**config.mk**
```make
export PLATFORM = sky130hd
export DESIGN_NAME = power_domain_on_sequencer
export DESIGN_NICKNAME = d
export VERILOG_FILES = /design/src/rtl/core/pds_pkg.sv /design/src/rtl/core/power_domain_on_sequencer.sv /design/src/rtl/core/pds_ctrl.sv /design/src/rtl/core/pds_rsp_queue.sv
export SDC_FILE = /design/constraint.sdc
export NUM_CORES = 1
export LEC_CHECK = 0
export BUFFER_PORTS_ARGS = -buffer_cell sky130_fd_sc_hd__buf_2
export CORE_MARGIN = 5
export CORE_UTILIZATION = 56
export DETAILED_ROUTE_END_ITERATION = 8
export PLACE_DENSITY = 0.92
export RECOVER_POWER = 100
export SLEW_MARGIN = 40
export SYNTH_ARGS = -nofsm -noshare
export SYNTH_HDL_FRONTEND = slang
export SYNTH_SLANG_ARGS = --single-unit
export TNS_END_PERCENT = 30
```
**constraint.sdc**
```tcl
create_clock -name clock -period 5.35 [get_ports clock]
set_input_delay 1.07 -clock clock [delete_from_list [all_inputs] [get_ports clock]]
set_output_delay 1.07 -clock clock [all_outputs]
set_load 0.1 [all_outputs]
```
**src/rtl/core/pds_pkg.sv**
```systemverilog
`timescale 1ns / 1ps

package pds_pkg;

   localparam int NumDomains = 5;
   localparam int RspDepth   = 4;
   localparam int RspPtrW    = $clog2(RspDepth);
   localparam int RspCntW    = $clog2(RspDepth + 1);

   // command codes
   localparam logic [1:0] CmdStart = 2'd0;
   localparam logic [1:0] CmdQuery = 2'd1;
   localparam logic [1:0] CmdTick  = 2'd2;

   // status codes
   localparam logic [1:0] StOk      = 2'd0;
   localparam logic [1:0] StInvalid = 2'd1;
   localparam logic [1:0] StTimeout = 2'd2;
   localparam logic [1:0] StBusy    = 2'd3;

   // sequencer phases
   localparam logic [1:0] PhIdle = 2'd0;
   localparam logic [1:0] PhPwr  = 2'd1;
   localparam logic [1:0] PhAck  = 2'd2;

   // power unit register offsets
   localparam logic [11:0] OfsReq    = 12'h110;
   localparam logic [11:0] OfsUngate = 12'h140;
   localparam logic [11:0] OfsPwr    = 12'h210;

   localparam logic [15:0] PollLimitReset = 16'd10000;

   typedef struct packed {
      logic [1:0]  cmd;
      logic [2:0]  domain;
      logic [31:0] repair_word;
      logic [31:0] ack_word;
   } req_type;

   typedef struct packed {
      logic        bus_write;
      logic [11:0] write_offset;
      logic [31:0] write_data;
      logic        done_res;
      logic [1:0]  status_code;
      logic        is_on;
      logic        last;
   } rsp_type;

   // results produced by one accepted beat
   typedef struct packed {
      logic [1:0] count;
      rsp_type    res0;
      rsp_type    res1;
   } push_type;

   typedef struct packed {
      logic [15:0] pwr;
      logic [15:0] repair;
      logic [11:0] req_ofs;
      logic [15:0] req;
      logic [31:0] idle;
      logic [15:0] ungate;
   } dom_type;

   function automatic dom_type dom_entry(input logic [2:0] d);
      dom_type e;
      e = '0;
      unique case (d)
         3'd0: e = '{16'h0040, 16'h0040, 12'h004, 16'h0004, 32'h0004_0000, 16'h0004};
         3'd1: e = '{16'h0080, 16'h0080, 12'h004, 16'h0002, 32'h0002_0000, 16'h0006};
         3'd2: e = '{16'h0100, 16'h0100, 12'h004, 16'h0001, 32'h0001_0000, 16'h0001};
         3'd3: e = '{16'h8000, 16'h8000, 12'h000, 16'h0800, 32'h0000_0800, 16'h6800};
         3'd4: e = '{16'h0800, 16'h0800, 12'h000, 16'h6000, 32'h0000_6000, 16'h6000};
         default: e = '0;
      endcase
      return e;
   endfunction

   function automatic logic dom_valid(input logic [2:0] d);
      dom_type e;
      e = dom_entry(d);
      return ({1'b0, d} < 4'(NumDomains)) && (e.pwr != 16'h0);
   endfunction

   function automatic rsp_type mk_write(input logic [11:0] ofs, input logic [15:0] mask,
                                        input logic set);
      rsp_type r;
      r = '0;
      r.bus_write    = 1'b1;
      r.write_offset = ofs;
      r.write_data   = {mask, set ? mask : 16'h0};
      return r;
   endfunction

   function automatic rsp_type mk_done(input logic [1:0] st, input logic on);
      rsp_type r;
      r = '0;
      r.done_res    = 1'b1;
      r.status_code = st;
      r.is_on       = on;
      return r;
   endfunction

endpackage

```
**src/rtl/core/power_domain_on_sequencer.sv**
```systemverilog
`timescale 1ns / 1ps

// power-up sequencer for five fixed power domains. each req beat (start, query or one
// microsecond tick) is decoded in a single pass against the sequencer state and turns into
// zero, one or two rsp beats: register writes toward the power unit (upper 16 bits of the
// data are the write-enable mask) and a done beat with the status. the final rsp beat of a
// req beat carries last. results go through a four-entry response queue, so a req beat is
// taken every cycle while at most two results are still waiting; with rsp_ready held high
// the block sustains one req beat per cycle for single-result beats, and the output port
// (one rsp beat per cycle) sets the rate when beats produce two results. csr_wr_data sets
// the poll limit in ticks and should only be written while the sequencer is idle.
module power_domain_on_sequencer (
   input  logic               clock,
   input  logic               reset,
   // command / tick beats
   input  logic               req_valid,
   output logic               req_ready,
   input  pds_pkg::req_type   req_data,
   // write and status beats
   output logic               rsp_valid,
   input  logic               rsp_ready,
   output pds_pkg::rsp_type   rsp_data,
   // poll limit register
   input  logic               csr_wr_en,
   input  logic [15:0]        csr_wr_data
);

   logic               accept;
   logic               room;
   pds_pkg::push_type  push;

   // accept whenever the queue can absorb a worst-case beat
   assign req_ready = room;
   assign accept    = req_valid && req_ready;

   // state and single-pass decode
   pds_ctrl u_ctrl (
      .clock       (clock),
      .reset       (reset),
      .accept      (accept),
      .item        (req_data),
      .csr_wr_en   (csr_wr_en),
      .csr_wr_data (csr_wr_data),
      .push        (push)
   );

   // result buffer decoupling the two sides
   pds_rsp_queue u_rsp_queue (
      .clock     (clock),
      .reset     (reset),
      .push      (push),
      .room      (room),
      .rsp_valid (rsp_valid),
      .rsp_ready (rsp_ready),
      .rsp_data  (rsp_data)
   );

endmodule

```
**src/rtl/core/pds_ctrl.sv**
```systemverilog
`timescale 1ns / 1ps

module pds_ctrl (
   input  logic                 clock,
   input  logic                 reset,
   input  logic                 accept,
   input  pds_pkg::req_type     item,
   input  logic                 csr_wr_en,
   input  logic [15:0]          csr_wr_data,
   output pds_pkg::push_type    push
);

   logic [1:0]  phase_ff, phase_in;
   logic [2:0]  active_domain_ff, active_domain_in;
   logic [15:0] poll_count_ff, poll_count_in;
   logic [15:0] poll_limit_ff;

   pds_pkg::dom_type   cur_dom, act_dom;
   pds_pkg::push_type  step;
   logic [15:0]        count_inc;
   logic               expired;
   logic               finishing;
   logic [1:0]         finish_st;

   assign cur_dom   = pds_pkg::dom_entry(item.domain);
   assign act_dom   = pds_pkg::dom_entry(active_domain_ff);
   assign count_inc = poll_count_ff + 16'd1;
   assign expired   = count_inc >= poll_limit_ff;

   always_comb begin
      step             = '0;
      phase_in         = phase_ff;
      active_domain_in = active_domain_ff;
      poll_count_in    = poll_count_ff;
      finishing        = 1'b0;
      finish_st        = pds_pkg::StOk;
      unique case (item.cmd)
         pds_pkg::CmdStart: begin
            if (phase_ff != pds_pkg::PhIdle) begin
               step.count = 2'd1;
               step.res0  = pds_pkg::mk_done(pds_pkg::StBusy, 1'b0);
            end else if (!pds_pkg::dom_valid(item.domain)) begin
               step.count = 2'd1;
               step.res0  = pds_pkg::mk_done(pds_pkg::StInvalid, 1'b0);
            end else if ((item.repair_word[15:0] & cur_dom.repair) != 16'h0) begin
               step.count = 2'd1;
               step.res0  = pds_pkg::mk_done(pds_pkg::StOk, 1'b0);
            end else begin
               if (cur_dom.ungate != 16'h0) begin
                  step.count = 2'd2;
                  step.res0  = pds_pkg::mk_write(pds_pkg::OfsUngate, cur_dom.ungate, 1'b1);
                  step.res1  = pds_pkg::mk_write(pds_pkg::OfsPwr, cur_dom.pwr, 1'b0);
               end else begin
                  step.count = 2'd1;
                  step.res0  = pds_pkg::mk_write(pds_pkg::OfsPwr, cur_dom.pwr, 1'b0);
               end
               active_domain_in = item.domain;
               poll_count_in    = 16'h0;
               phase_in         = pds_pkg::PhPwr;
            end
         end
         pds_pkg::CmdQuery: begin
            step.count = 2'd1;
            if (!pds_pkg::dom_valid(item.domain)) begin
               step.res0 = pds_pkg::mk_done(pds_pkg::StInvalid, 1'b0);
            end else begin
               step.res0 = pds_pkg::mk_done(pds_pkg::StOk,
                  (item.repair_word[15:0] & cur_dom.repair) != 16'h0);
            end
         end
         pds_pkg::CmdTick: begin
            if (phase_ff == pds_pkg::PhPwr) begin
               if ((item.repair_word[15:0] & act_dom.repair) != 16'h0) begin
                  if (act_dom.req == 16'h0) begin
                     finishing = 1'b1;
                  end else begin
                     step.count    = 2'd1;
                     step.res0     = pds_pkg::mk_write(pds_pkg::OfsReq + act_dom.req_ofs,
                                                       act_dom.req, 1'b0);
                     poll_count_in = 16'h0;
                     phase_in      = pds_pkg::PhAck;
                  end
               end else begin
                  poll_count_in = count_inc;
                  finishing     = expired;
                  finish_st     = pds_pkg::StTimeout;
               end
            end else if (phase_ff == pds_pkg::PhAck) begin
               if ((item.ack_word & act_dom.idle) == 32'h0) begin
                  finishing = 1'b1;
               end else begin
                  poll_count_in = count_inc;
                  finishing     = expired;
                  finish_st     = pds_pkg::StTimeout;
               end
            end
         end
         default: begin
            step = '0;
         end
      endcase

      // restore the clock gate, then report
      if (finishing) begin
         if (act_dom.ungate != 16'h0) begin
            step.count = 2'd2;
            step.res0  = pds_pkg::mk_write(pds_pkg::OfsUngate, act_dom.ungate, 1'b0);
            step.res1  = pds_pkg::mk_done(finish_st, 1'b0);
         end else begin
            step.count = 2'd1;
            step.res0  = pds_pkg::mk_done(finish_st, 1'b0);
         end
         phase_in      = pds_pkg::PhIdle;
         poll_count_in = 16'h0;
      end

      // mark the final result of the beat
      if (step.count == 2'd2) begin
         step.res1.last = 1'b1;
      end else if (step.count == 2'd1) begin
         step.res0.last = 1'b1;
      end
   end

   always_comb begin
      push       = step;
      push.count = accept ? step.count : 2'd0;
   end

   always_ff @(posedge clock) begin
      if (reset) begin
         phase_ff         <= pds_pkg::PhIdle;
         active_domain_ff <= 3'd0;
         poll_count_ff    <= 16'h0;
         poll_limit_ff    <= pds_pkg::PollLimitReset;
      end else begin
         if (accept) begin
            phase_ff         <= phase_in;
            active_domain_ff <= active_domain_in;
            poll_count_ff    <= poll_count_in;
         end
         if (csr_wr_en) begin
            poll_limit_ff <= csr_wr_data;
         end
      end
   end

   a_idle_count_clear: assert property (@(posedge clock) disable iff (reset)
      (phase_ff == pds_pkg::PhIdle) |-> (poll_count_ff == 16'h0))
      else $error("poll count left nonzero while idle");

   a_pair_starts_with_write: assert property (@(posedge clock) disable iff (reset)
      (push.count == 2'd2) |-> (push.res0.bus_write && !push.res0.last && push.res1.last))
      else $error("two-result beat not a write followed by the final result");

   a_busy_keeps_phase: assert property (@(posedge clock) disable iff (reset)
      (accept && item.cmd == pds_pkg::CmdStart && phase_ff != pds_pkg::PhIdle)
      |=> (phase_ff == $past(phase_ff)))
      else $error("busy start disturbed the running sequence");

endmodule

```
**src/rtl/core/pds_rsp_queue.sv**
```systemverilog
`timescale 1ns / 1ps

module pds_rsp_queue (
   input  logic               clock,
   input  logic               reset,
   input  pds_pkg::push_type  push,
   output logic               room,
   output logic               rsp_valid,
   input  logic               rsp_ready,
   output pds_pkg::rsp_type   rsp_data
);

   pds_pkg::rsp_type               slot_ff [pds_pkg::RspDepth];
   logic [pds_pkg::RspPtrW-1:0]    wr_ptr_ff, wr_ptr_in;
   logic [pds_pkg::RspPtrW-1:0]    rd_ptr_ff, rd_ptr_in;
   logic [pds_pkg::RspCntW-1:0]    count_ff, count_in;
   logic                           pop;
   logic [pds_pkg::RspPtrW-1:0]    wr_ptr_nx;

   assign pop       = rsp_valid && rsp_ready;
   assign rsp_valid = count_ff != '0;
   assign rsp_data  = slot_ff[rd_ptr_ff];
   // two free slots needed for a worst-case beat
   assign room      = count_ff <= pds_pkg::RspCntW'(pds_pkg::RspDepth - 2);
   assign wr_ptr_nx = wr_ptr_ff + pds_pkg::RspPtrW'(1);

   assign wr_ptr_in = wr_ptr_ff + pds_pkg::RspPtrW'(push.count);
   assign rd_ptr_in = rd_ptr_ff + pds_pkg::RspPtrW'(pop);
   assign count_in  = count_ff + pds_pkg::RspCntW'(push.count) - pds_pkg::RspCntW'(pop);

   always_ff @(posedge clock) begin
      if (push.count != 2'd0) begin
         slot_ff[wr_ptr_ff] <= push.res0;
      end
      if (push.count == 2'd2) begin
         slot_ff[wr_ptr_nx] <= push.res1;
      end
   end

   always_ff @(posedge clock) begin
      if (reset) begin
         wr_ptr_ff <= '0;
         rd_ptr_ff <= '0;
         count_ff  <= '0;
      end else begin
         wr_ptr_ff <= wr_ptr_in;
         rd_ptr_ff <= rd_ptr_in;
         count_ff  <= count_in;
      end
   end

   a_no_overflow: assert property (@(posedge clock) disable iff (reset)
      count_ff <= pds_pkg::RspCntW'(pds_pkg::RspDepth))
      else $error("response queue overflow");

   a_push_has_room: assert property (@(posedge clock) disable iff (reset)
      (push.count != 2'd0) |-> room)
      else $error("results pushed without room");

   a_ptr_count_agree: assert property (@(posedge clock) disable iff (reset)
      (count_ff == '0) |-> (wr_ptr_ff == rd_ptr_ff))
      else $error("empty queue with mismatched pointers");

endmodule

```
Word-level counts from Yosys, hierarchy flattened
Memory sizes are Yosys's and may differ from the RTL's. A register that Yosys moved wholly into a read port is not among the register bits.
Index checks and enable logic that the tools add are counted.

word-level totals
  flip-flop bits (word level) = 44
  bits in writable memories = 200
  bits of input ports = 90
  output and inout bits = 52
  word-level logic and storage cells = 129
  memories = 1

memory list
  memory               depth  bits a word  read ports  clocked after Yosys merged registers in  write ports  line                 source
  u_rsp_queue.slot_ff  4      50           1           1                                        2            pds_rsp_queue.sv:13  pds_pkg::rsp_type slot_ff [pds_pkg::RspDepth];

cells by class
  add/subtract/negate cells = 7
  order comparisons = 3
  equality and inequality tests = 24
  mux-type cells = 60
  bitwise logic cells = 5
  reduce and logical (&&, ||, !) cells = 22

operators by type and width
  operator                                              number
  case mux 108 bit (5 select lines)                     1
  case mux 92 bit (5 select lines)                      1
  two-way mux 52 bit                                    7
  two-way mux 108 bit                                   3
  two-way mux 50 bit                                    6
  case mux 52 bit (3 select lines)                      1
  two-way mux 16 bit                                    9
  two-way mux 102 bit                                   1
  nonzero test 16 bit                                   6
  two-way mux 51 bit                                    1
  bitwise AND 16 bit                                    2
  bitwise AND 32 bit                                    1
  logical NOT 32 bit                                    1
  case mux 16 bit (2 select lines)                      1
  two-way mux 2 bit                                     14
  adder 16 x 1 -> 16 bit (second input constant)        1
  greater-or-equal comparator 16 bit                    1
  logical NOT 16 bit                                    1
  AND reduction 8 bit                                   2
  two-way mux 1 bit                                     13
  adder 9 x 12 -> 12 bit (first input constant)         1
  equality test 3 x 2 -> 1 bit (second input constant)  4
  != test 3 x 1 -> 1 bit (second input constant)        3
  != test 3 x 2 -> 1 bit (second input constant)        3
  23 further kinds                                      37

Depth between registers and ports, before layout
Gate-level depths: netlist (run 1).

  depth in word-level cells = 15
  mapped depth = 23
  mapped depth without buffers = 20

By module
Synthesis (run 1) repeated with hierarchy kept, for this count alone.

second synthesis, totals
  cells, all modules = 937
  area total of the unflattened synthesis = 13307.8 um^2

by module, submodules not included
  module                     instances  cells each  area an instance (um^2)
  pds_rsp_queue              1          536         10110.9
  pds_ctrl                   1          400         3190.6
  power_domain_on_sequencer  1          1           6.3

Worst setup path before layout (run 1)
Ideal clock, no wire load.

  path kind = register to register
  start point = register u_ctrl.poll_count_ff[0]
  end point = register u_rsp_queue.count_ff[2] (netlist name)
  library setup time = 0.128 ns
  data arrival time = 4.484 ns
  slack = 0.738 ns
  cell stages (with the launch flop) = 21
  path buffers = 2
  period minus slack after synthesis = 4.612 ns
  cells stage by stage = dfxtp_1 -> ha_1 -> nand3_1 -> nor3_1 -> and3_1 -> clkbuf_1 -> nand3_1 -> xnor2_1 -> ha_1 -> nand2_1 -> nor4_1 -> o311ai_0 -> o311a_4 -> o31ai_4 -> buf_2 -> nand2_1 -> ha_1 -> fa_1 -> xnor2_1 -> xnor2_1 -> nor2_1

between the ends
  cells in the longest elaborated chain, start to end = 10
  elaborated cells between the ends (all ways) = 11
  classes of those cells = 3 x add/sub; 1 x order compare; 7 x mux

ends and longest elaborated chain
  element                                 line                 source
  start, declared                         pds_ctrl.sv:15       logic [15:0] poll_count_ff, poll_count_in;
  start signal, assigned                  pds_ctrl.sv:140      poll_count_ff <= poll_count_in;
  adder 16 x 1 -> 16 bit (*)              pds_ctrl.sv:27       assign count_inc = poll_count_ff + 16'd1;
  greater-or-equal comparator 16 bit (*)  pds_ctrl.sv:28       assign expired = count_inc >= poll_limit_ff;
  two-way mux 1 bit                       pds_ctrl.sv:89       if ((item.ack_word & act_dom.idle) == 32'h0) begin
  two-way mux 1 bit                       pds_ctrl.sv:88       end else if (phase_ff == pds_pkg::PhAck) begin
  two-way mux 1 bit (*)                   pds_ctrl.sv:72       if (phase_ff == pds_pkg::PhPwr) begin
  two-way mux 1 bit (*)                   pds_ctrl.sv:37       unique case (item.cmd)
  two-way mux 102 bit (*)                 pds_ctrl.sv:104      if (finishing) begin
  two-way mux 2 bit (*)                   pds_ctrl.sv:127      push.count = accept ? step.count : 2'd0;
  adder 3 x 2 -> 3 bit (*)                pds_rsp_queue.sv:29  assign count_in = count_ff + pds_pkg::RspCntW'(push.count) - pds_pkg::RspCntW'(pop);
  subtractor 3 x 1 -> 3 bit (*)           pds_rsp_queue.sv:29
  end signal, assigned                    pds_rsp_queue.sv:48  count_ff <= count_in;
  end, declared                           pds_rsp_queue.sv:16  logic [pds_pkg::RspCntW-1:0] count_ff, count_in;

Mark *: on every way between the ends. The rest lies on a longest branch, timed or not.
A chain may end at the register's enable or synchronous reset.

==> results of run 1 <==
-- power breakdown --
group | total, mW | switching (mW) | leakage, nW | internal (mW)
Combinational | 1.01 | 0.774 | 1.72 | 0.237
Sequential | 1.27 | 0.0747 | 1.22 | 1.20
Clock | 1.19 | 0.506 | 0.291 | 0.685
-- final cells by class --
class / count / area, sq um
Inverter: 34 / 128
Tap cell: 176 / 220
Timing Repair Buffer: 83 / 404
Clock buffer: 19 / 454
Clock inverter: 13 / 141
Fill cell: 1006 / 4750
Multi-Input combinational cell: 495 / 3720
Sequential cell: 144 / 3320
-- metrics by stage --
stage                     instance area, sq um  utilization  worst slack, ns  hold slack [ns]  std cells
after floorplan                           7550            -            0.738            0.427        745
after global placement                    7830        0.596            0.357            0.438        930
after detailed placement                  7830        0.596            0.230            0.449        930
after CTS                                 8430        0.641            0.176            0.470        962
after global routing                      8390        0.639            0.123            0.480        964
final                                     8390        0.639            0.380            0.471        964
-- how the worst max path moves through the flow --
stage | start | to | slack, ns | depth (start not counted)
2_1_floorplan | u_ctrl.poll_count_ff[0] | u_rsp_queue.count_ff[2] | 0.74 | 20
3_3_place_gp | u_ctrl.poll_count_ff[2] | u_rsp_queue.count_ff[2] | 0.36 | 20
3_5_place_dp | u_ctrl.poll_count_ff[2] | u_rsp_queue.count_ff[2] | 0.23 | 20
4_1_cts | u_ctrl.poll_count_ff[2] | u_rsp_queue.count_ff[2] | 0.18 | 20
5_1_grt | u_ctrl.poll_count_ff[2] | u_rsp_queue.count_ff[2] | 0.12 | 20
6_report | u_ctrl.poll_count_ff[2] | u_rsp_queue.slot_ff[0][6] | 0.38 | 16
-- metal layers --
layer | track usage | routed length [microns]
met3 | 0.0533 | 1640
met4 | 0.0810 | 355
met2 | 0.379 | 8940
met1 | 0.295 | 7050
met5 | 0 | 0
-- state kept, by name, summed over array words and instances, names as in the netlist --
signal and flops:
u_rsp_queue.wr_ptr_ff 2, u_ctrl.poll_count_ff 16, u_rsp_queue.count_ff 3, u_ctrl.active_domain_ff 3, u_ctrl.poll_limit_ff 16, u_rsp_queue.slot_ff 100
u_rsp_queue.rd_ptr_ff 2, u_ctrl.phase_ff 2
-- placed cells by master, fill, tap and decap left out, types with 5 or more instances in the layout --
cell	netlist	routed
sky130_fd_sc_hd__a21oi_1	35	35
sky130_fd_sc_hd__a22o_1	37	37
sky130_fd_sc_hd__a2bb2o_1	12	12
sky130_fd_sc_hd__a31oi_1	8	8
sky130_fd_sc_hd__and3_1	5	5
sky130_fd_sc_hd__buf_2	7	35
sky130_fd_sc_hd__buf_4	26	13
sky130_fd_sc_hd__clkbuf_1	31	36
sky130_fd_sc_hd__clkbuf_16	0	18
sky130_fd_sc_hd__conb_1	1	23
sky130_fd_sc_hd__dfxtp_1	100	100
sky130_fd_sc_hd__edfxtp_1	44	44
sky130_fd_sc_hd__ha_1	22	22
sky130_fd_sc_hd__inv_1	34	34
sky130_fd_sc_hd__inv_6	0	7
sky130_fd_sc_hd__mux2i_1	15	15
sky130_fd_sc_hd__mux4_2	25	25
sky130_fd_sc_hd__nand2_1	56	56
sky130_fd_sc_hd__nand3_1	12	12
sky130_fd_sc_hd__nor2_1	59	59
sky130_fd_sc_hd__nor2b_1	9	9
sky130_fd_sc_hd__nor3_1	8	6
sky130_fd_sc_hd__nor4_1	8	7
sky130_fd_sc_hd__nor4b_1	6	6
sky130_fd_sc_hd__o211ai_1	7	7
sky130_fd_sc_hd__o21a_1	14	14
sky130_fd_sc_hd__o21ai_0	33	33
sky130_fd_sc_hd__o22ai_1	8	8
sky130_fd_sc_hd__o2bb2ai_1	14	14
sky130_fd_sc_hd__xnor2_1	11	11
sky130_fd_sc_hd__xor2_1	7	7
-- critical path, cell delays in order, from the launching register on --
cell                       delay [ns]
sky130_fd_sc_hd__dfxtp_1         0.47
sky130_fd_sc_hd__nand3_1         0.22
sky130_fd_sc_hd__nor2_1          0.29
sky130_fd_sc_hd__nand3_1         0.21
sky130_fd_sc_hd__nor3_1          0.34
sky130_fd_sc_hd__nand3_1         0.14
sky130_fd_sc_hd__xnor2_1         0.17
sky130_fd_sc_hd__ha_1            0.31
sky130_fd_sc_hd__nand2_1         0.10
sky130_fd_sc_hd__nor4_2          0.40
sky130_fd_sc_hd__o311ai_1        0.24
sky130_fd_sc_hd__o311a_4         0.22
sky130_fd_sc_hd__clkbuf_1        0.17
sky130_fd_sc_hd__o21ai_1         0.63
sky130_fd_sc_hd__a21oi_1         0.15
sky130_fd_sc_hd__clkbuf_1        0.40
sky130_fd_sc_hd__a2bb2o_1        0.39
-- synth_stat cells (3+ instances only) --
library cell and number:
sky130_fd_sc_hd__inv_1 34, sky130_fd_sc_hd__o32ai_1 4, sky130_fd_sc_hd__nor3_1 8, sky130_fd_sc_hd__o22ai_1 8
sky130_fd_sc_hd__and2_1 3, sky130_fd_sc_hd__o211ai_1 7, sky130_fd_sc_hd__xor2_1 7, sky130_fd_sc_hd__nand2_1 56
sky130_fd_sc_hd__o21ai_0 33, sky130_fd_sc_hd__and3_1 5, sky130_fd_sc_hd__o21ai_1 3, sky130_fd_sc_hd__nand3b_1 4
sky130_fd_sc_hd__xnor2_1 11, sky130_fd_sc_hd__o2bb2ai_1 14, sky130_fd_sc_hd__buf_1 6, sky130_fd_sc_hd__nor2_1 59
sky130_fd_sc_hd__ha_1 22, sky130_fd_sc_hd__nand2b_1 4, sky130_fd_sc_hd__edfxtp_1 44, sky130_fd_sc_hd__mux2_2 3
sky130_fd_sc_hd__mux4_2 25, sky130_fd_sc_hd__nor2b_1 9, sky130_fd_sc_hd__a22o_1 37, sky130_fd_sc_hd__nor4b_1 6
sky130_fd_sc_hd__clkbuf_1 31, sky130_fd_sc_hd__dfxtp_1 100, sky130_fd_sc_hd__a2bb2o_1 12, sky130_fd_sc_hd__nor4_1 8
sky130_fd_sc_hd__a21oi_1 35, sky130_fd_sc_hd__a31oi_1 8, sky130_fd_sc_hd__nand3_1 12, sky130_fd_sc_hd__buf_2 7
sky130_fd_sc_hd__o21a_1 14, sky130_fd_sc_hd__or3_1 3, sky130_fd_sc_hd__buf_4 26, sky130_fd_sc_hd__mux2i_1 15
-- cell families (layout without fill, tap and decap cells) --
| family | count (synthesis) | in the layout | share of synthesized area |
|---|---|---|---|
| xor gates and xnor gates | 18 | 18 | 0.0211 |
| buffers and inverters | 106 | 149 | 0.0695 |
| AOI/OAI and AO/OA | 199 | 199 | 0.199 |
| DFF | 144 | 144 | 0.445 |
| and+or+nand+nor | 188 | 188 | 0.124 |
| adders and majority gates | 23 | 23 | 0.0395 |
| other | 1 | 23 | 0.000502 |
| muxes | 44 | 44 | 0.102 |
-- what timing repair did --
item,CTS,global route
hold endpoints to repair,0,0
setup endpoints to repair,0,2
gates resized for setup,0,4
buffers inserted,0,2
==> impl_summary.md, run 1 <==
Outcome
The run finished with clean final reports.

Floorplanning
142 I/O pins were placed. The height of the die is 125 microns. The die covers 15700 sq um. The floorplan step set the die width to 125 microns. The core area is 13100 sq um.

The initial core utilization is 0.568. The row count is 42.

CTS
The CTS H-tree depth is 4. In this run, CTS created clock tree buffers numbering 17. The clock network latency to the later pin of the worst-skew pair is 0.44 ns. The count of hold buffers inserted by post-cts repair is 0.

The register clock-pin slew on the reported worst setup and hold paths is 0.07 ns. The maximum clock insertion buffer count is 2. The number of sinks on the clock net is 144. The tree is rooted in a sky130_fd_sc_hd__clkbuf_16.

The clock tree from TritonCTS is yes.

Place
The weighted congestion at the end of routability-driven global placement is 0.924. The number of buffer cells added on primary ports is 65. The HPWL after detailed placement is 11900 microns.

Global route
The global router's overall resource usage is 0.229. The number of global-route vias before repair is 5825. Entering global routing, the biggest net connects 36 pins. The number of antenna violations at the first check in global routing is 0. The first-pass GRT wire length is 29100 microns. For this run the aggregate overflow at the end of global routing stands at 0.

STA
The worst pin sits at a relative slew slack of 0.211. The pin slew with the least headroom to its limit is 1.19 ns. Setup total negative slack on the finished layout was measured at 0 ns. Setup violations remaining at the end of the flow were counted as 0. The count of endpoints failing hold in the final timing report is 0.

The number of pins exceeding their max-slew limit in the final report is 0. The achievable frequency is 201 MHz. After layout, the minimum clock period comes to 4.97 ns. Setup repair after global routing left no endpoint under its margin.

Between clock sinks in the finished design, the worst skew comes to 0.0173 ns. The share of the clock period used by the worst path is 0.929.

Logic synthesis
The netlist area before placement is 7470 sq um. The sequential element share of the synthesized area is 0.445. The average footprint of a synthesized cell is 10.3 sq um.

The number of storage elements in the synthesis netlist is 144. The leading register cell type out of synthesis is sky130_fd_sc_hd__dfxtp_1. After synthesis, the cell types taking the most area are sky130_fd_sc_hd__dfxtp_1 27%, sky130_fd_sc_hd__edfxtp_1 18%, sky130_fd_sc_hd__mux4_2 7.5%. The fraction of synthesized cell area taken by the top area cell type is 0.268. For this run, asynchronously set or reset flops after synthesis account for 0. The unique cell type count in the Yosys netlist is 66. For this run, the number of Yosys warnings is 0. Synthesis produced 723 cells. The largest total area in the synthesized netlist belongs to sky130_fd_sc_hd__dfxtp_1. The count of flip-flops with a built-in enable after synthesis is 44.

Power and ir drop
Dividing total power by cell area gives a power density of 414 nW/um^2. The largest voltage drop on the vdd net is 0.000165 V. The leakage power is 3.24 nW. Total power for the finished layout comes to 3.48 mW.

Setup path
The endpoint required time on the critical path is 5.66 ns. In this run the critical register-to-register path is launched from u_ctrl.poll_count_ff[2]. STA classifies the critical path startpoint as a register. The critical path in this run is classified as register to register. STA classifies the critical path endpoint as a register. The end of the worst register-to-register path is u_rsp_queue.slot_ff[0][6].

The critical path arrival is 5.28 ns. For the worst flop-to-flop path, the logic depth is 16. The worst-path maximum fanout is 14. The minimum setup slack among reg-to-reg paths is 0.38 ns.

Layout
Of the cells placed in the final design, the portion with a size suffix greater than 1 is 0.155. The repair_antennas step left the layout with diodes totalling 0. Relative to the synthesized area, the layout overhead comes to 12.3%. After the last flow step, the layout net total stands at 888.

Detailed routing
After detailed routing, the number of remaining DRC violations is 0. After the first detailed-routing iteration, the DRC count stood at 840. Dividing the detail-routed wire length by the instance count gives 18.7 microns. Before antenna repair, the detailed router went through 6 iterations. The wire length after detailed routing is 18000 microns.

Dividing the detail-routed via count by the number of cells gives 6.23. For this block, the via count after detailed routing is 6003. The remaining antenna violation count after routing is 0.

Job
The reported max-cap violation count is 0.

Worst hold path
The startpoint of the tightest hold check path is u_rsp_queue.slot_ff[2][45]. The end of the worst hold path is u_rsp_queue.slot_ff[2][45]. Counting instances, the worst hold path has a depth of 1.

The type of the most critical hold path is register to register.
Power figures use the tool's default switching activity.
==> run 2, diff against run 1 <==
- BUFFER_PORTS_ARGS: -buffer_cell sky130_fd_sc_hd__buf_2 -> -buffer_cell sky130_fd_sc_hd__clkbuf_2
- CORE_UTILIZATION: 56 -> 61
- PLACE_DENSITY: 0.92 -> 0.93
- SYNTH_HIERARCHICAL: default -> 1
==> run 2 against run 1 <==
  * The flow now finishes with violations (max-capacitance violations, max-slew violations)
  * Cell count grew 37%
  * Area after synthesis grew 78%
  * Global-route usage grew 0.18 points
  * Sequential share of layout area grew 7.9 points
  * Register-to-register slack lost 0.12 ns
  * Combinational power grew 100%
  * Highest routed layer is now met5
==> impl_summary.md, run 2 <==
Outcome
The run finished, with violations left. The checks that failed: max-capacitance violations, max-slew violations.

STA
The number of pins exceeding their max-slew limit in the final report is 56 (+56). Setup repair after global routing left no endpoint under its margin. The setup TNS came to 0 ns (unchanged). The worst-case headroom to the max-slew limit is -0.217 (-0.428). The time the worst path needs with I/O delays and setup came to 5.09 ns (+0.122 ns). The setup clock skew after layout is 0.0134 ns (-0.00390 ns). The count of endpoints failing hold in the final timing report is 0 (unchanged). The share of the clock period used by the worst path is 0.952 (+0.0228). The final-report setup violation count was 0 (unchanged).

The worst-case setup margin in the final layout was 0.258 ns (-0.122 ns). The achievable frequency is 196 MHz (-2.4%). The pin slew with the least headroom to its limit is 1.82 ns (+0.634 ns).

Floorplanning
The initial core utilization is 0.616 (+0.0470). The height of the die is 158 microns (+26%). The total I/O pin count is 142 (unchanged). The core area came to 21600 sq um (+65%).

The chip width was 158 microns (+26%). The floorplan die area is 24900 sq um (+58%). The row count is 54 (+29%).

Logic synthesis
The yosys synthesis warning count is 6 (+6). Ranked by instance count, the synthesized netlist is headed by 200 x sky130_fd_sc_hd__edfxtp_1, 173 x sky130_fd_sc_hd__mux2_2, 84 x sky130_fd_sc_hd__buf_4. The number of cells produced by synthesis is 937 (+30%).

The number of storage elements in the synthesis netlist is 244 (+69%). The sequential element share of the synthesized area is 0.517 (+0.0725). Summed over all instances, the cell type with the most area after synthesis is sky130_fd_sc_hd__edfxtp_1. The unique cell type count in the Yosys netlist was 74 (+12%). The average footprint of a synthesized cell is 14.2 sq um (+37%). The fraction of synthesized cell area taken by the top area cell type is 0.451 (+0.183). By area the synthesized netlist is led by sky130_fd_sc_hd__edfxtp_1 45%, sky130_fd_sc_hd__mux2_2 15%, sky130_fd_sc_hd__mux4_2 8.8%. The netlist area before placement is 13300 sq um (+78%). The count of flip-flops with a built-in enable after synthesis came to 200 (+350%). The leading register cell type out of synthesis is sky130_fd_sc_hd__edfxtp_1.

The async set or reset register ratio after synthesis is 0 (unchanged). The most instantiated library cell after synthesis is sky130_fd_sc_hd__edfxtp_1.

Place
The cell count after placement is 1272 (+37%). The standard cell area after detailed placement came to 13900 sq um (+77%). The worst slack after detailed placement came to 0.410 ns (+0.179 ns). The weighted congestion at the end of routability-driven global placement was 0.924 (about the same).

The number of buffer cells added on primary ports is 88 (+35%). The detailed-placement wirelength estimate came to 18000 microns (+52%).

Setup path
The critical path arrival was 5.36 ns (+0.08 ns). The critical path starts at u_ctrl/poll_count_ff[0]. In this run the critical register-to-register path is launched from u_ctrl/poll_count_ff[0]. The critical path in this run is classified as register to register.

Traced cell by cell, the critical path runs through ha_1, nand3_1, nor2_1, and3_1, and3_1, xor2_1, ha_1, nand4_1, a211oi_1, a32oi_1, a32o_1, nor2_2, o21a_1, nor4b_4, buf_4, mux2_1. The endpoint required time on the critical path came to 5.62 ns (-0.04 ns). The kind of end point of the critical path is a register. The largest individual stage delay along the critical path comes from the cell sky130_fd_sc_hd__nor2_2.

The worst-path maximum fanout is 17 (+3). The worst setup path is launched from a register. The delay of the slowest cell on the worst path is 0.47 ns (-0.16 ns).

CTS
The clock tree from TritonCTS is yes. The register clock-pin slew on the reported worst setup and hold paths is 0.06 ns (about the same). The number of buffers added for setup after CTS is 0 (unchanged).

The number of buffers added by the clock tree synthesis step is 25 (+8). The number of sinks on the clock net is 244 (+69%). The post-cts gate resize count is 0 (unchanged). The CTS H-tree depth is 1 (-3). The cell at the root of the clock tree is sky130_fd_sc_hd__clkbuf_16. The maximum clock insertion buffer count is 3 (+1). The clock network latency to the later pin of the worst-skew pair came to 0.53 ns (+0.09 ns). The count of hold buffers inserted by post-cts repair is 0 (unchanged).

Power and ir drop
The largest voltage drop on the vdd net is 0.000264 V (+60%). The switching share of total power is 0.400 (+0.0106). The power dissipated by switching net loads is 2.36 mW (+74%).

The internal power is 3.53 mW (+67%). The sequential share of power came to 0.392 (+0.026). The power per cell area is 407 nW/um^2 (-1.9%). The share of power burned in the clock network came to 0.266 (-0.077). The leakage power was 5.34 nW (+65%). The combinational power share is 0.342 (+0.051).

Worst hold path
The type of the most critical hold path is register to register. The startpoint identified for the worst hold timing path is u_ctrl/poll_limit_ff[13].

Detailed routing
The remaining antenna violation count after routing came to 0 (unchanged). The count of routing violations after the opening detailed-route iteration is 627 (-25%). The total number of vias is 7997 (+33%). The total met3 wirelength after detailed routing is 2200 microns (+34%).

The vias per cell is 6.06 (-2.6%). The detailed-router iteration count before antenna repair came to 5 (-1). The met1 routed wirelength after detailed routing is 11200 microns (+58%).

The wire length after detailed routing is 28500 microns (+58%). The sum of met2 wire segment lengths after detailed routing is 14500 microns (+62%). The highest layer used for signal routing is met5. The DRC violation count after routing came to 0 (unchanged). The routed wirelength normalized by instance count is 21.6 microns (+16%).

Global route
The first-pass GRT wire length is 44900 microns (+54%). The number of global-route vias before repair was 8308 (+43%). The global router's overall resource usage was 0.230 (+0.00181). The number of antenna violations at the first check in global routing is 2 (+2).

The largest net degree at the start of global routing is 51 (+42%). The total overflow reported by the global router is 0 (unchanged).

Layout
The finished layout cell area is 14500 sq um (+73%). The largest registers in the layout are u_rsp_queue/slot_ff x200, u_ctrl/poll_count_ff x16, u_ctrl/poll_limit_ff x16. In the layout the commonest cells are 200 x sky130_fd_sc_hd__edfxtp_1, 173 x sky130_fd_sc_hd__mux2_2, 67 x sky130_fd_sc_hd__conb_1, 52 x sky130_fd_sc_hd__mux4_2, 50 x sky130_fd_sc_hd__clkbuf_1. The layout cell share with drive strength beyond 1 came to 0.338 (+0.183). The library cell used most frequently in the layout, excluding fill and tap cells, is sky130_fd_sc_hd__edfxtp_1. The area growth from synthesis to final layout is 8.87%. The number of flip-flops in the largest register was 200 (+100%). The final cell count without fillers was 1319 (+37%).

The final net count is 1130 (+27%). More flip-flops sit in one register than any other, and that register is u_rsp_queue/slot_ff.

Job
The reported max-cap violation count came to 2 (+2).
==> run 2: cell types whose count changed in the layout (fill, tap and decap cells not counted), sizes merged, moves of 24 or more <==
| cell | delta |
|---|---|
| conb | +44 |
| buf | -26 |
| mux2 | +198 |
| a22o | -26 |
| nand2 | -30 |
| clkbuf | +68 |
| a21oi | -24 |
| mux4 | +27 |
| edfxtp | +156 |
| dfxtp | -56 |
==> run 2: worst max-delay path, delay by kind of cell (launching register included) <==
kind            cells  cell delay, ns
compound gates      4            1.21
xor+xnor            1            0.22
fa+ha+maj           2            0.44
buf+inv             1            0.35
flops               1            0.42
mux                 1            0.37
simple gates        7            1.80
==> run 2: kinds of logic (layout without fill, tap and decap cells) <==
kind of cell | Yosys count | in the layout | synth area share
xor gates and xnor gates | 14 | 14 | 0.0114
other | 1 | 68 | 0.000282
AOI/OAI and AO/OA | 81 | 81 | 0.0451
buffers and inverters | 159 | 194 | 0.0744
adders and majority gates | 21 | 21 | 0.0203
muxes | 271 | 271 | 0.272
DFF | 244 | 244 | 0.517
and+or+nand+nor | 146 | 146 | 0.0593
==> run 2: worst paths after layout <==
| path | endpoint | slack (ns) | cells after the start |
|---|---|---|---|
| max reg2reg | u_rsp_queue/slot_ff[1][5] | 0.26 | 16 |
| max | u_rsp_queue/slot_ff[1][5] | 0.26 | 16 |
| min reg2reg | u_ctrl/poll_limit_ff[13] | 0.49 | 2 |
| min | u_ctrl/poll_limit_ff[13] | 0.49 | 2 |
==> run 2: cell type report <==
type,count,area (sq um)
sequential,244,6890
timing repair buffer,114,673
clock buffer,30,644
multi-input combinational,600,5710
inverter,34,128
tap,280,350
fill,1467,7130
antenna,1,2.50
clock inverter,16,85.1
==> run 2: power groups by stage <==
stage | combinational [mW] | sequential, mW | clock [mW]
final | 2.02 | 2.31 | 1.57
after global routing | 2.10 | 2.32 | 1.68
after CTS | 2.05 | 2.31 | 1.59
after detailed placement | 2.04 | 2.35 | 0
after global placement | 1.97 | 2.37 | 0
after floorplan | 1.82 | 2.26 | 0
==> run 2: layer usage <==
metal	up-vias	GRT usage
li1	3634	-
met1	3975	0.300
met2	337	0.393
met3	49	0.0473
met4	2	0.0676
met5	-	0
==> run 2: per-stage QoR <==
stage                      util  hold WS [ns]  power, mW
final                     0.670         0.490       5.89
after global routing      0.670         0.516       6.11
after CTS                 0.675         0.494       5.95
after detailed placement  0.641         0.481       4.39
after global placement    0.640         0.475       4.35
after floorplan               -         0.460       4.08
==> run 3, diff against run 2 <==
- BUFFER_PORTS_ARGS: -buffer_cell sky130_fd_sc_hd__clkbuf_2 -> -buffer_cell sky130_fd_sc_hd__buf_2
- CORE_UTILIZATION: 61 -> 55
- PLACE_DENSITY: 0.93 -> 0.89
- clock period: 5.35 -> 4.57 ns (I/O delays scaled with it)
==> run 3 against run 2 <==
  * The run still ends with max-capacitance violations, max-slew violations left
  * Clock skew rose by 0.020 ns
  * Non-clock buffer count rose by 13
  * Cell area rose by 2.8%
  * Combinational power rose by 19%
  * Worst setup slack got worse by 0.099 ns
  * Critical path depth rose by 2
  * Utilization fell by 5.2 points
  * Global-route usage fell by 1.5 points
  * Critical path type unchanged
  * Largest cell class unchanged
  * Largest power group unchanged
  * Highest routed layer unchanged
==> impl_summary.md, run 3 (synthesis results as in run 2) <==
STA
The share of the clock period used by the worst path is 0.965 (+0.0133). The setup clock skew after layout came to 0.0334 ns (+0.0200 ns). The number of pins exceeding their max-slew limit in the final report is 31 (-45%). The count of endpoints failing hold in the final timing report is 0 (unchanged). The final-report setup violation count came to 0 (unchanged). The time the worst path needs with I/O delays and setup is 4.41 ns (-0.681 ns). The worst-case headroom to the max-slew limit is -0.0219 (+0.195). The pin slew with the least headroom to its limit is 1.53 ns (-0.290 ns). The worst-case setup margin in the final layout was 0.160 ns (-0.0986 ns). The achievable frequency was 227 MHz (+15%).

Setup path
The slowest cell on the critical path is sky130_fd_sc_hd__dfxtp_2. The delay of the slowest cell on the worst path is 0.40 ns (-0.07 ns). STA classifies the critical path startpoint as a register. The endpoint required time on the critical path was 4.85 ns (-0.77 ns). The buffering stage count on the worst path with inverters included was 4 (+3). The kind of end point of the critical path is a register. The signal on the critical path passes through nand3_2, nor3_2, and2_4, nand4_1, xnor2_1, ha_1, nand4_1, a211oi_2, a32oi_1, a32o_1, buf_4, nor2_4, a211oi_4, buf_12, nor4bb_4, buf_4, clkbuf_16, mux2_2.

The cell family contributing the most delay on the critical path is simple AND/OR/NAND/NOR gates. The worst-path maximum fanout came to 17 (unchanged). The critical path arrival was 4.69 ns (-0.67 ns). The setup path with the least slack is of type register to register.

CTS
The number of sinks on the clock net is 244 (unchanged). TritonCTS built the clock tree. The number of buffers added by the clock tree synthesis step is 26 (+4.0%). The register clock-pin slew on the reported worst setup and hold paths is 0.06 ns (about the same). The CTS H-tree depth came to 1 (unchanged).

The maximum clock insertion buffer count is 3 (unchanged). The count of hold buffers inserted by post-cts repair came to 0 (unchanged). Clock tree synthesis selected as its root buffer the cell sky130_fd_sc_hd__clkbuf_16.

The clock network latency to the later pin of the worst-skew pair came to 0.55 ns (+0.02 ns).

Detailed routing
The remaining antenna violation count after routing is 0 (unchanged). The count of routing violations after the opening detailed-route iteration is 613 (-2.2%). The vias per cell came to 5.86 (-3.4%). The routed wirelength normalized by instance count is 21.3 microns (-1.5%).

The DRC violation count after routing is 0 (unchanged). The detailed-router iteration count before antenna repair is 6 (+1). The wire length after detailed routing is 29300 microns (+3.1%). The total number of vias was 8085 (+1.1%).

Global route
The met2 usage was 0.368 (-0.0254). The largest net degree at the start of global routing is 43 (-16%). The routing usage on met3 came to 0.0454 (-0.00187). The total overflow reported by the global router is 0 (unchanged). The number of antenna violations at the first check in global routing is 9 (+7). The first-pass GRT wire length is 45900 microns (+2.1%). The number of global-route vias before repair is 8540 (+2.8%). In this run the most used layer during global routing was met2. The global router's overall resource usage is 0.215 (-0.0152). The global routing usage on met1 is 0.273 (-0.0278).

Layout
The final cell count without fillers is 1380 (+4.6%). The final net count is 1144 (+1.2%). In the layout the commonest cells are 200 x sky130_fd_sc_hd__edfxtp_1, 173 x sky130_fd_sc_hd__mux2_2, 67 x sky130_fd_sc_hd__conb_1, 52 x sky130_fd_sc_hd__mux4_2, 45 x sky130_fd_sc_hd__buf_2. The register with the most flip-flops in the final layout is u_rsp_queue/slot_ff. The layout cell share with drive strength beyond 1 is 0.380 (+0.0415). The most frequent standard cell in the layout excluding fill and tap cells is sky130_fd_sc_hd__edfxtp_1. The largest registers in the layout are u_rsp_queue/slot_ff x200, u_ctrl/poll_count_ff x16, u_ctrl/poll_limit_ff x16. The number of flip-flops in the largest register is 200 (unchanged). The area growth from synthesis to final layout is 11.9%.

Power and ir drop
The power per cell area is 474 nW/um^2 (+17%). The largest voltage drop on the vdd net came to 0.000587 V (+120%). The leakage power was 5.48 nW (+2.6%).

The post-route total power came to 7.06 mW (+20%).

Place
The cell count after placement is 1325 (+4.2%). The number of buffer cells added on primary ports is 88 (unchanged). The worst slack after detailed placement came to 0.0111 ns (-0.398 ns). The detailed-placement wirelength estimate came to 18200 microns (+1.1%).

The weighted congestion at the end of routability-driven global placement came to 0.857 (-7.2%).

Floorplanning
The floorplan die area is 27400 sq um (+10%). The height of the die is 166 microns (+5.0%). The chip width came to 166 microns (+5.0%). The initial core utilization is 0.552 (-0.0634).

The core area was 24100 sq um (+11%). The total I/O pin count is 142 (unchanged). The row count is 57 (+5.6%).

Job
The reported max-cap violation count is 1 (-1).

Outcome
The checks that failed: max-capacitance violations, max-slew violations. The run finished, with violations left.

Worst hold path
The path class of the tightest hold or removal check is register to register.
## run 3: area by class of cell
type | instances | area (sq um)
Timing Repair Buffer | 127 | 842
Inverter | 34 | 128
Multi-Input combinational cell | 600 | 5820
Sequential cell | 244 | 6900
Clock inverter | 16 | 123
Tap cell | 324 | 405
Clock buffer | 30 | 666
Fill cell | 1759 | 9210
Antenna cell | 5 | 12.5
## run 3: what timing repair did
action                     4_1_cts  5_1_grt
setup endpoints to repair        5      247
buffers inserted                 0        3
resized for setup                1       11
cloned                           0        1
pin swaps                        0        4
## run 3: worst paths after layout
kind | slack [ns] | start | endpoint | cells after the start
hold / removal | 0.48 | u_ctrl/poll_limit_ff[13] | u_ctrl/poll_limit_ff[13] | 2
setup reg to reg | 0.16 | u_ctrl/poll_count_ff[3] | u_rsp_queue/slot_ff[2][49] | 18
hold reg to reg | 0.48 | u_ctrl/poll_limit_ff[13] | u_ctrl/poll_limit_ff[13] | 2
setup / recovery | 0.16 | u_ctrl/poll_count_ff[3] | u_rsp_queue/slot_ff[2][49] | 18
## run 3: where the power goes
part	leakage [nW]	internal [mW]	switching, mW
clock	0.382	1.10	0.868
combinational	2.86	0.580	1.82
sequential	2.23	2.57	0.131
total	5.48	4.25	2.81
## run 3: routing by layer
metal / share of wire / up-vias / wire length [microns]
li1: - / 3648 / -
met4: 0.034 / 8 / 987
met3: 0.074 / 88 / 2170
met2: 0.50 / 302 / 14700
met1: 0.39 / 4039 / 11500
met5: 0.0016 / - / 46
## run 3: per-stage QoR
stage / setup TNS, ns / utilization / cell area [sq um] / hold WS, ns
2_1_floorplan: 0 / - / 13700 / 0.456
3_3_place_gp: 0 / 0.583 / 14100 / 0.478
3_5_place_dp: 0 / 0.583 / 14100 / 0.483
4_1_cts: 0 / 0.616 / 14800 / 0.492
5_1_grt: -0.869 / 0.618 / 14900 / 0.517
6_report: 0 / 0.618 / 14900 / 0.482
## run 3: worst register-to-register path, delay by kind of cell (launching register included)
| kind | cells | cell delay [ns] |
|---|---|---|
| DFF | 1 | 0.40 |
| buffers and inverters | 4 | 0.72 |
| xor gates and xnor gates | 1 | 0.16 |
| muxes | 1 | 0.37 |
| AOI/OAI and AO/OA | 4 | 0.81 |
| and+or+nand+nor | 7 | 1.37 |
| adders and majority gates | 1 | 0.34 |
